===== config.mk =====
export PLATFORM = sky130hd
export DESIGN_NAME = assembly_token_lexer
export DESIGN_NICKNAME = d
export VERILOG_FILES = /design/src/hw/rtl/atl_pkg.sv /design/src/hw/rtl/atl_front.sv /design/src/hw/rtl/atl_queue.sv /design/src/hw/rtl/atl_back.sv /design/src/hw/rtl/assembly_token_lexer.sv
export SDC_FILE = /design/constraint.sdc
export NUM_CORES = 1
export LEC_CHECK = 0
export BUFFER_PORTS_ARGS = -buffer_cell sky130_fd_sc_hd__buf_2
export CAP_MARGIN = 20
export CORE_ASPECT_RATIO = 0.7
export CORE_MARGIN = 1.5
export CORE_UTILIZATION = 30
export CTS_BUF_LIST = sky130_fd_sc_hd__clkbuf_4
export CTS_CLUSTER_DIAMETER = 120
export DETAILED_ROUTE_END_ITERATION = 10
export PLACE_DENSITY = 0.53
export SLEW_MARGIN = 10
export SYNTH_ARGS = -nofsm -noshare
export SYNTH_HDL_FRONTEND = slang
export SYNTH_HIERARCHICAL = 1
export SYNTH_SLANG_ARGS = --single-unit
export TNS_END_PERCENT = 20

===== constraint.sdc =====
create_clock -name clock -period 4.6 [get_ports clock]
set_input_delay 0.46 -clock clock [delete_from_list [all_inputs] [get_ports clock]]
set_output_delay 0.46 -clock clock [all_outputs]
set_load 0.01 [all_outputs]

===== src/hw/rtl/atl_pkg.sv =====
// Shared types, character constants and codes for the assembly token lexer.
// Depends on nothing; every lexer module imports it.
package atl_pkg;

   // Default sizes handed to the top-level parameters.
   localparam int LINE_BITS_DEF   = 16;
   localparam int QUEUE_DEPTH_DEF = 4;

   // Source characters that the lexer recognizes.
   localparam logic [7:0] CH_SPACE      = 8'h20;
   localparam logic [7:0] CH_TAB        = 8'h09;
   localparam logic [7:0] CH_NEWLINE    = 8'h0A;
   localparam logic [7:0] CH_CR         = 8'h0D;
   localparam logic [7:0] CH_BELL       = 8'h07;
   localparam logic [7:0] CH_NUL        = 8'h00;
   localparam logic [7:0] CH_COMMA      = 8'h2C;
   localparam logic [7:0] CH_COLON      = 8'h3A;
   localparam logic [7:0] CH_LBRACKET   = 8'h5B;
   localparam logic [7:0] CH_RBRACKET   = 8'h5D;
   localparam logic [7:0] CH_UNDERSCORE = 8'h5F;
   localparam logic [7:0] CH_HYPHEN     = 8'h2D;
   localparam logic [7:0] CH_QUOTE      = 8'h22;
   localparam logic [7:0] CH_BACKSLASH  = 8'h5C;
   localparam logic [7:0] CH_DIGIT_0    = 8'h30;
   localparam logic [7:0] CH_DIGIT_9    = 8'h39;
   localparam logic [7:0] CH_UPPER_A    = 8'h41;
   localparam logic [7:0] CH_UPPER_Z    = 8'h5A;
   localparam logic [7:0] CH_LOWER_A    = 8'h61;
   localparam logic [7:0] CH_LOWER_Z    = 8'h7A;
   localparam logic [7:0] CH_LOWER_N    = 8'h6E;
   localparam logic [7:0] CH_LOWER_T    = 8'h74;
   localparam logic [7:0] CH_LOWER_R    = 8'h72;

   // Token kinds reported on the response channel.
   localparam logic [2:0] KIND_NONE     = 3'd0;
   localparam logic [2:0] KIND_COMMA    = 3'd1;
   localparam logic [2:0] KIND_COLON    = 3'd2;
   localparam logic [2:0] KIND_LBRACKET = 3'd3;
   localparam logic [2:0] KIND_RBRACKET = 3'd4;
   localparam logic [2:0] KIND_NUMBER   = 3'd5;
   localparam logic [2:0] KIND_IDENT    = 3'd6;
   localparam logic [2:0] KIND_STRING   = 3'd7;

   // Sticky error codes.
   localparam logic [1:0] ERR_NONE       = 2'd0;
   localparam logic [1:0] ERR_UNEXPECTED = 2'd1;
   localparam logic [1:0] ERR_ESCAPE     = 2'd2;

   // Character classes produced by the front end.
   typedef enum logic [3:0] {
      CLS_SPACE,
      CLS_NEWLINE,
      CLS_COMMA,
      CLS_COLON,
      CLS_LBRACKET,
      CLS_RBRACKET,
      CLS_DIGIT,
      CLS_LETTER,
      CLS_HYPHEN,
      CLS_QUOTE,
      CLS_BACKSLASH,
      CLS_OTHER
   } char_class_type;

   // Lexer mode between requests.
   typedef enum logic [1:0] {
      MODE_IDLE,
      MODE_NUM,
      MODE_IDENT,
      MODE_STR
   } lex_mode_type;

   // One classified byte as it travels through the queue.
   typedef struct packed {
      logic [7:0]     char_byte;
      logic           last_byte;
      char_class_type char_class;
      logic           esc_ok;
      logic [7:0]     esc_byte;
   } lex_item_type;

endpackage


===== src/hw/rtl/atl_front.sv =====
// Front end of the lexer: classifies each request byte and translates escapes.
// Depends on atl_pkg.
module atl_front
   import atl_pkg::*;
(
   input  logic [7:0]   req_char_byte,
   input  logic         req_last_byte,
   output lex_item_type item
);

   char_class_type cls;
   logic           esc_ok;
   logic [7:0]     esc_byte;

   // Character class of the byte.
   always_comb begin
      case (req_char_byte) inside
         CH_SPACE, CH_TAB:                      cls = CLS_SPACE;
         CH_NEWLINE:                            cls = CLS_NEWLINE;
         CH_COMMA:                              cls = CLS_COMMA;
         CH_COLON:                              cls = CLS_COLON;
         CH_LBRACKET:                           cls = CLS_LBRACKET;
         CH_RBRACKET:                           cls = CLS_RBRACKET;
         [CH_DIGIT_0:CH_DIGIT_9]:               cls = CLS_DIGIT;
         [CH_UPPER_A:CH_UPPER_Z],
         [CH_LOWER_A:CH_LOWER_Z], CH_UNDERSCORE: cls = CLS_LETTER;
         CH_HYPHEN:                             cls = CLS_HYPHEN;
         CH_QUOTE:                              cls = CLS_QUOTE;
         CH_BACKSLASH:                          cls = CLS_BACKSLASH;
         default:                               cls = CLS_OTHER;
      endcase
   end

   // Translation of the byte when it follows a backslash in a string.
   always_comb begin
      esc_ok = 1'b1;
      case (req_char_byte)
         CH_LOWER_N:   esc_byte = CH_NEWLINE;
         CH_LOWER_T:   esc_byte = CH_TAB;
         CH_LOWER_R:   esc_byte = CH_CR;
         CH_LOWER_A:   esc_byte = CH_BELL;
         CH_DIGIT_0:   esc_byte = CH_NUL;
         CH_QUOTE:     esc_byte = CH_QUOTE;
         CH_BACKSLASH: esc_byte = CH_BACKSLASH;
         default: begin
            esc_ok   = 1'b0;
            esc_byte = CH_NUL;
         end
      endcase
   end

   // Pack the classified request.
   always_comb begin
      item.char_byte  = req_char_byte;
      item.last_byte  = req_last_byte;
      item.char_class = cls;
      item.esc_ok     = esc_ok;
      item.esc_byte   = esc_byte;
   end

endmodule


===== src/hw/rtl/atl_queue.sv =====
// Short queue of classified requests between the lexer front and back ends.
// Depends on atl_pkg.
module atl_queue
   import atl_pkg::*;
#(
   parameter int DEPTH = QUEUE_DEPTH_DEF
) (
   input  logic         clock,
   input  logic         reset,
   input  logic         push_valid,
   input  lex_item_type push_item,
   output logic         full,
   input  logic         pop,
   output logic         head_valid,
   output lex_item_type head_item
);

   localparam int PTR_W = (DEPTH > 1) ? $clog2(DEPTH) : 1;
   localparam int CNT_W = $clog2(DEPTH + 1);
   localparam logic [PTR_W-1:0] LAST_PTR = PTR_W'(DEPTH - 1);

   lex_item_type     mem_ff [DEPTH];
   logic [PTR_W-1:0] wr_ptr_ff, wr_ptr_in;
   logic [PTR_W-1:0] rd_ptr_ff, rd_ptr_in;
   logic [CNT_W-1:0] count_ff, count_in;
   logic             push;

   assign full       = (count_ff == CNT_W'(DEPTH));
   assign push       = push_valid && !full;
   assign head_valid = (count_ff != '0);
   assign head_item  = mem_ff[rd_ptr_ff];

   // Pointer and fill count update.
   always_comb begin
      wr_ptr_in = wr_ptr_ff;
      rd_ptr_in = rd_ptr_ff;
      if (push) begin
         wr_ptr_in = (wr_ptr_ff == LAST_PTR) ? '0 : wr_ptr_ff + 1'b1;
      end
      if (pop) begin
         rd_ptr_in = (rd_ptr_ff == LAST_PTR) ? '0 : rd_ptr_ff + 1'b1;
      end
      count_in = count_ff + CNT_W'(push) - CNT_W'(pop);
   end

   always_ff @(posedge clock) begin
      if (reset) begin
         wr_ptr_ff <= '0;
         rd_ptr_ff <= '0;
         count_ff  <= '0;
      end else begin
         wr_ptr_ff <= wr_ptr_in;
         rd_ptr_ff <= rd_ptr_in;
         count_ff  <= count_in;
      end
   end

   // Entry storage.
   always_ff @(posedge clock) begin
      if (push) begin
         mem_ff[wr_ptr_ff] <= push_item;
      end
   end

endmodule


===== src/hw/rtl/atl_back.sv =====
// Back end of the lexer: token state machine, line counter, sticky error and
// the registered response stage. Depends on atl_pkg.
module atl_back
   import atl_pkg::*;
#(
   parameter int LINE_BITS = LINE_BITS_DEF
) (
   input  logic         clock,
   input  logic         reset,
   input  logic         head_valid,
   input  lex_item_type head_item,
   output logic         pop,
   output logic         rsp_valid,
   input  logic         rsp_stall,
   output logic [2:0]   rsp_token_kind,
   output logic         rsp_token_start,
   output logic         rsp_token_end,
   output logic         rsp_prev_closed,
   output logic         rsp_text_valid,
   output logic [7:0]   rsp_text_byte,
   output logic [15:0]  rsp_line_number,
   output logic [1:0]   rsp_error_code,
   output logic         rsp_text_done
);

   lex_mode_type         mode_ff, mode_in;
   logic                 pend_ff, pend_in;
   logic [LINE_BITS-1:0] line_ff, line_in, line_upd;
   logic [1:0]           err_ff, err_in, err_upd;

   logic                 take;
   char_class_type       cls;
   logic                 active, open_break, idle_path, idle_err, esc_err, new_err;
   logic [31:0]          line_wide;

   logic [2:0]           kind;
   logic                 tok_start, tok_end, closed, tv, stay_open;
   logic [7:0]           tb;

   logic                 rsp_valid_ff;
   logic [2:0]           kind_ff;
   logic                 start_ff, end_ff, closed_ff, tv_ff, done_ff;
   logic [7:0]           tb_ff;
   logic [15:0]          line_out_ff;
   logic [1:0]           err_out_ff;

   // A queued request moves on when the response register is free or drains.
   assign take = head_valid && (!rsp_valid_ff || !rsp_stall);
   assign pop  = take;
   assign cls  = head_item.char_class;

   // Decode of the head request against the current mode.
   always_comb begin
      active     = (err_ff == ERR_NONE);
      open_break = ((mode_ff == MODE_NUM) && (cls != CLS_DIGIT)) ||
                   ((mode_ff == MODE_IDENT) && !(cls == CLS_LETTER ||
                     cls == CLS_DIGIT || cls == CLS_HYPHEN));
      idle_path  = (mode_ff == MODE_IDLE) || open_break;
      idle_err   = idle_path && (cls == CLS_HYPHEN || cls == CLS_BACKSLASH ||
                                 cls == CLS_OTHER);
      esc_err    = (mode_ff == MODE_STR) && pend_ff && !head_item.esc_ok;
      new_err    = active && (idle_err || esc_err);
   end

   // Line count and error code as they stand after this request.
   always_comb begin
      line_upd = line_ff;
      err_upd  = err_ff;
      if (active && idle_path && (cls == CLS_NEWLINE) && (line_ff != '1)) begin
         line_upd = line_ff + 1'b1;
      end
      if (new_err) begin
         err_upd = idle_err ? ERR_UNEXPECTED : ERR_ESCAPE;
      end
   end

   // Next state of the lexer.
   always_comb begin
      mode_in = mode_ff;
      pend_in = pend_ff;
      line_in = line_ff;
      err_in  = err_ff;
      if (take) begin
         if (head_item.last_byte) begin
            mode_in = MODE_IDLE;
            pend_in = 1'b0;
            line_in = '0;
            err_in  = ERR_NONE;
         end else begin
            line_in = line_upd;
            err_in  = err_upd;
            if (new_err) begin
               mode_in = MODE_IDLE;
               pend_in = 1'b0;
            end else if (active) begin
               if (idle_path) begin
                  case (cls)
                     CLS_DIGIT:  mode_in = MODE_NUM;
                     CLS_LETTER: mode_in = MODE_IDENT;
                     CLS_QUOTE: begin
                        mode_in = MODE_STR;
                        pend_in = 1'b0;
                     end
                     default:    mode_in = MODE_IDLE;
                  endcase
               end else if (mode_ff == MODE_STR) begin
                  if (pend_ff) begin
                     pend_in = 1'b0;
                  end else if (cls == CLS_BACKSLASH) begin
                     pend_in = 1'b1;
                  end else if (cls == CLS_QUOTE) begin
                     mode_in = MODE_IDLE;
                  end
               end
            end
         end
      end
   end

   // Response fields for the head request.
   always_comb begin
      kind      = KIND_NONE;
      tok_start = 1'b0;
      tok_end   = 1'b0;
      closed    = 1'b0;
      tv        = 1'b0;
      tb        = CH_NUL;
      stay_open = 1'b0;
      if (active) begin
         closed = open_break;
         if (!new_err) begin
            if (idle_path) begin
               tb        = head_item.char_byte;
               tv        = 1'b1;
               tok_start = 1'b1;
               case (cls)
                  CLS_COMMA: begin
                     kind    = KIND_COMMA;
                     tok_end = 1'b1;
                  end
                  CLS_COLON: begin
                     kind    = KIND_COLON;
                     tok_end = 1'b1;
                  end
                  CLS_LBRACKET: begin
                     kind    = KIND_LBRACKET;
                     tok_end = 1'b1;
                  end
                  CLS_RBRACKET: begin
                     kind    = KIND_RBRACKET;
                     tok_end = 1'b1;
                  end
                  CLS_DIGIT: begin
                     kind      = KIND_NUMBER;
                     stay_open = 1'b1;
                  end
                  CLS_LETTER: begin
                     kind      = KIND_IDENT;
                     stay_open = 1'b1;
                  end
                  CLS_QUOTE: begin
                     kind      = KIND_STRING;
                     stay_open = 1'b1;
                  end
                  default: begin
                     // Whitespace and newlines between tokens emit nothing.
                     tb        = CH_NUL;
                     tv        = 1'b0;
                     tok_start = 1'b0;
                  end
               endcase
            end else begin
               case (mode_ff)
                  MODE_NUM: begin
                     kind      = KIND_NUMBER;
                     tv        = 1'b1;
                     tb        = head_item.char_byte;
                     stay_open = 1'b1;
                  end
                  MODE_IDENT: begin
                     kind      = KIND_IDENT;
                     tv        = 1'b1;
                     tb        = head_item.char_byte;
                     stay_open = 1'b1;
                  end
                  MODE_STR: begin
                     kind = KIND_STRING;
                     if (pend_ff) begin
                        tv        = 1'b1;
                        tb        = head_item.esc_byte;
                        stay_open = 1'b1;
                     end else if (cls == CLS_BACKSLASH) begin
                        // The escaping backslash itself carries no text.
                        stay_open = 1'b1;
                     end else if (cls == CLS_QUOTE) begin
                        tv      = 1'b1;
                        tb      = head_item.char_byte;
                        tok_end = 1'b1;
                     end else begin
                        tv        = 1'b1;
                        tb        = head_item.char_byte;
                        stay_open = 1'b1;
                     end
                  end
                  default: begin
                     kind = KIND_NONE;
                  end
               endcase
            end
            // A token still open at the end of the text closes on its last byte.
            tok_end = tok_end || (head_item.last_byte && stay_open);
         end
      end
   end

   assign line_wide = 32'(line_upd);

   // Lexer state registers.
   always_ff @(posedge clock) begin
      if (reset) begin
         mode_ff <= MODE_IDLE;
         pend_ff <= 1'b0;
         line_ff <= '0;
         err_ff  <= ERR_NONE;
      end else begin
         mode_ff <= mode_in;
         pend_ff <= pend_in;
         line_ff <= line_in;
         err_ff  <= err_in;
      end
   end

   // Response valid flag.
   always_ff @(posedge clock) begin
      if (reset) begin
         rsp_valid_ff <= 1'b0;
      end else if (take) begin
         rsp_valid_ff <= 1'b1;
      end else if (!rsp_stall) begin
         rsp_valid_ff <= 1'b0;
      end
   end

   // Response payload register.
   always_ff @(posedge clock) begin
      if (take) begin
         kind_ff     <= kind;
         start_ff    <= tok_start;
         end_ff      <= tok_end;
         closed_ff   <= closed;
         tv_ff       <= tv;
         tb_ff       <= tb;
         line_out_ff <= line_wide[15:0];
         err_out_ff  <= err_upd;
         done_ff     <= head_item.last_byte;
      end
   end

   assign rsp_valid       = rsp_valid_ff;
   assign rsp_token_kind  = kind_ff;
   assign rsp_token_start = start_ff;
   assign rsp_token_end   = end_ff;
   assign rsp_prev_closed = closed_ff;
   assign rsp_text_valid  = tv_ff;
   assign rsp_text_byte   = tb_ff;
   assign rsp_line_number = line_out_ff;
   assign rsp_error_code  = err_out_ff;
   assign rsp_text_done   = done_ff;

endmodule


===== src/hw/rtl/assembly_token_lexer.sv =====
// Assembly token lexer, one response per source byte.
// A request is queued, then taken into the registered response stage.
// Throughput: one byte per clock unless the response stalls, set by the token
// state machine in the back end; a QUEUE_DEPTH-entry queue decouples the ends.
// Reset (synchronous) empties the queue, drops any response and returns the
// lexer to idle with line count and error cleared.
module assembly_token_lexer
   import atl_pkg::*;
#(
   parameter int LINE_BITS   = LINE_BITS_DEF,
   parameter int QUEUE_DEPTH = QUEUE_DEPTH_DEF
) (
   input  logic        clock,
   input  logic        reset,
   input  logic        req_valid,
   output logic        req_stall,
   input  logic [7:0]  req_char_byte,
   input  logic        req_last_byte,
   output logic        rsp_valid,
   input  logic        rsp_stall,
   output logic [2:0]  rsp_token_kind,
   output logic        rsp_token_start,
   output logic        rsp_token_end,
   output logic        rsp_prev_closed,
   output logic        rsp_text_valid,
   output logic [7:0]  rsp_text_byte,
   output logic [15:0] rsp_line_number,
   output logic [1:0]  rsp_error_code,
   output logic        rsp_text_done
);

   lex_item_type front_item;
   lex_item_type head_item;
   logic         head_valid;
   logic         pop;

   // Classify the incoming request.
   atl_front u_front (
      .req_char_byte (req_char_byte),
      .req_last_byte (req_last_byte),
      .item          (front_item)
   );

   // Queue between classification and token tracking.
   atl_queue #(
      .DEPTH (QUEUE_DEPTH)
   ) u_queue (
      .clock      (clock),
      .reset      (reset),
      .push_valid (req_valid),
      .push_item  (front_item),
      .full       (req_stall),
      .pop        (pop),
      .head_valid (head_valid),
      .head_item  (head_item)
   );

   // Token state machine and response register.
   atl_back #(
      .LINE_BITS (LINE_BITS)
   ) u_back (
      .clock           (clock),
      .reset           (reset),
      .head_valid      (head_valid),
      .head_item       (head_item),
      .pop             (pop),
      .rsp_valid       (rsp_valid),
      .rsp_stall       (rsp_stall),
      .rsp_token_kind  (rsp_token_kind),
      .rsp_token_start (rsp_token_start),
      .rsp_token_end   (rsp_token_end),
      .rsp_prev_closed (rsp_prev_closed),
      .rsp_text_valid  (rsp_text_valid),
      .rsp_text_byte   (rsp_text_byte),
      .rsp_line_number (rsp_line_number),
      .rsp_error_code  (rsp_error_code),
      .rsp_text_done   (rsp_text_done)
   );

endmodule


==> impl_metrics.py <==
metrics = {
    "clock_tree": {
        "cts_root_buf": "clkbuf_4",
        "path_clk_slew_ns": 0.12,
        "clk_path_buf_depth": 2,
        "cts_resized": 0,
        "clock-sinks": 153,
        "postCtsSetupBuffers": 0,
        "clk_latency_ns": 0.54,
        "h-tree-depth": 4,
        "cts_tree": "yes",
        "numCtsBuffers": 17,
        "holdBufCountCts": 0,
    },
    "run_status": {
        "violations": "design-rule violations",
        "status": "finished with violations",
    },
    "synth": {
        "synthAdderAreaFrac_pct": 2.23,
        "syn_inst": 603,
        "yosysTopAreaCell": "edfxtp_1",
        "async_flop_share_pct": 0,
        "synth_top_family_by_area": "simple AND/OR/NAND/NOR gates",
        "synthFlopType": "edfxtp_1",
        "synth_top_area_share_pct": 48.0,
        "synth.area.top_cells": "edfxtp_1 48%, dfxtp_1 8.1%, mux4_2 6.5%, ha_1 2.0%, nand3_1 1.8%",
        "synthXorXnorAreaFrac_pct": 2.18,
        "synth.yosys.seq_area_share_pct": 56.1,
        "synthMuxAreaShare_pct": 7.18,
        "synth-seq-cells": 153,
        "ys_warn_count": 6,
        "synth_cell_type_count": 80,
        "synth_compound_area_share_pct": 10.1,
        "synth.avg_cell_area_sq_um": 12.7,
        "synth-simple-area-share_pct": 16.3,
        "syn_nets": 629,
        "synth_area_sq_um": 7630,
        "synth_edf_count": 122,
    },
    "setup_path": {
        "slowest_delay_ns": 0.80,
        "worstPathCellList": "mux4_2 -> nand2b_1 -> nor4_4 -> nand3_2 -> or4_1 -> a31oi_1",
        "crit_type": "reg2reg",
        "worstRegToRegCells": 6,
        "crit_family": "simple AND/OR/NAND/NOR gates",
        "startpoint_type": "flip-flop",
        "cp.depth": 6,
        "crit_end": "u_back/line_ff[3]",
        "arrival_ns": 4.12,
        "r2r_setup_slack_ns": 0.94,
        "crit_required_ns": 5.05,
        "r2r-end": "u_back/line_ff[3]",
        "cpMaxStageDelayCell": "dfxtp_1",
        "crit_fanout": 13,
        "path_buf_inv": 0,
        "end_kind": "flip-flop",
    },
    "routing": {
        "wl_per_cell_microns": 18.3,
        "totalWireLength_microns": 17500,
        "vias": 5136,
        "ant_nets": 0,
        "drt_iter0_drc": 577,
        "drc_errors": 5,
        "first_pass_iters": 11,
        "vias_per_cell": 5.37,
    },
    "timing": {
        "slew_headroom_pct": 33.6,
        "hold_viol_final": 0,
        "worst_slew_pin_slew_ns": 0.988,
        "period_needed_ns": 3.66,
        "max_freq_ghz": 0.273,
        "tns_ns": 0,
        "finalCritPeriodShare_pct": 79.7,
        "setup_viol": 0,
        "rsz0062_at_grt": "false",
        "finalMaxSlewViolations": 0,
        "skew_ns": 0.0229,
    },
    "finish": {
        "num_antenna_cells": 0,
        "final_nets": 645,
        "final_core_utilization_pct": 33.1,
        "area_delta_synth_final_pct": 7.48,
        "seqCellArea_sq_um": 4280,
        "drive_above_1_share_pct": 21.7,
        "nFillCells": 2426,
        "multi_input_area_sq_um": 2900,
        "fin_cells": 957,
    },
    "floorplanning": {
        "initial_core_util_pct": 30.8,
        "io-pin-count": 49,
        "fp.dieArea_sq_um": 26400,
        "row_count": 48,
        "core_sq_um": 24800,
        "die_height_microns": 136,
        "die_w_microns": 194,
    },
    "place": {
        "finalWeightedCongestion": 0.848,
        "port_buffers": 48,
        "dp.final_hpwl_microns": 11800,
        "place_inst": 925,
    },
    "global_routing": {
        "antenna_found_initial": 1,
        "overflow": 0,
        "grt_usage_pct": 13.5,
        "grt_pass1_vias": 4904,
        "grt_max_degree": 39,
        "grt_pass1_wl_microns": 27700,
    },
    "worst_hold_path": {
        "hold_class": "in2reg",
    },
    "power": {
        "p_per_area_nw_per_um2": 527,
        "p_leak_nw": 2.77,
        "vdd_drop_max_uv": 157,
        "power_mw": 4.32,
    },
    "run": {
        "drv_cap": 0,
    },
}
-- worst register-to-register path, stage by stage (launching register included) --
cell	delay (ns)
dfxtp_1	0.80
mux4_2	0.71
nand2b_1	0.29
nor4_4	0.68
nand3_2	0.34
or4_1	0.60
a31oi_1	0.18
-- where the power goes --
part           switching, mW  internal [mW]
registers              0.112           1.83
clock network          0.512          0.279
logic                  0.999          0.586
-- sequential cells by signal, summed over array words and instances, names as in the netlist, named ones only --
| signal | count |
|---|---|
| u_back/rsp_prev_closed | 1 |
| u_back/mode_ff | 2 |
| u_queue/mem_ff | 88 |
| u_queue/rd_ptr_ff | 2 |
| u_back/rsp_line_number | 16 |
| u_back/line_ff | 16 |
| u_back/rsp_token_kind | 3 |
| u_back/rsp_error_code | 2 |
| u_back/rsp_text_done | 1 |
| u_queue/wr_ptr_ff | 2 |
| u_back/rsp_valid | 1 |
| u_back/rsp_text_byte | 8 |
| u_back/rsp_text_valid | 1 |
| u_back/err_ff | 2 |
| u_back/pend_ff | 1 |
| u_back/rsp_token_start | 1 |
| u_queue/count_ff | 3 |
| u_back/rsp_token_end | 1 |
-- synthesized netlist by cell type, types with 16 or more instances --
library cell / n
a21oi_1: 21
a31oi_1: 18
buf_4: 16
dfxtp_1: 31
edfxtp_1: 122
inv_1: 19
mux4_2: 22
nand2_1: 35
nand3_1: 27
nor2_1: 30
nor3_1: 16
-- worst min path at each step --
stage / from / endpoint / slack (ns) / cells after the start
2_1_floorplan: u_back/err_ff[0] / u_back/err_ff[0] / 0.46 / 2
3_3_place_gp: u_back/err_ff[0] / u_back/err_ff[0] / 0.48 / 2
3_5_place_dp: u_back/rsp_valid / u_back/rsp_valid / 0.50 / 2
4_1_cts: rsp_stall / u_back/rsp_valid / 0.11 / 3
5_1_grt: rsp_stall / u_back/rsp_valid / 0.16 / 3
6_report: rsp_stall / u_back/rsp_valid / 0.17 / 3
-- cells in the final DEF, fill, tap and decap left out, types with 14 or more instances in the layout --
cell      count
nand2_1      35
a21oi_1      21
edfxtp_1    122
inv_1        19
mux4_2       22
nor3_1       16
a31oi_1      18
dfxtp_1      31
buf_2        48
nand3_1      27
nor2_1       30
o21ai_0      14
clkbuf_4     17
-- per-layer routing --
metal | GRT usage (%) | wire (microns) | vias up
met2 | 19.8 | 7730 | 209
li1 | - | - | 2350
met5 | 0 | 7 | -
met4 | 4.16 | 178 | 2
met3 | 2.75 | 1150 | 21
met1 | 19.9 | 8400 | 2554
-- kinds of logic after synthesis --
| family | count (synthesis) |
|---|---|
| multiplexers | 27 |
| other | 1 |
| buffers and inverters | 74 |
| AO/OA/AOI/OAI | 107 |
| XOR/XNOR | 19 |
| flip-flops | 153 |
| AND/OR/NAND/NOR | 209 |
| adder cells (fa/ha/maj) | 13 |
-- final cells by class --
cell class,instances,share of cell area [%]
flip-flops and latches,153,52.2
multi-input cells,376,35.4
well taps,325,4.96
repair buffers,51,3.20
clock inverters,15,1.74
clock buffers,17,1.56
inverters,20,0.915
-- per-stage QoR --
stage | cell area (sq um) | hold slack (ns) | worst slack [ns]
after floorplan | 7630 | 0.461 | 1.48
after global placement | 7930 | 0.477 | 0.973
after detailed placement | 7930 | 0.495 | 0.933
after CTS | 8200 | 0.109 | 0.941
after global routing | 8200 | 0.156 | 0.627
final | 8200 | 0.172 | 0.935
(Power assumes the default switching activity.)
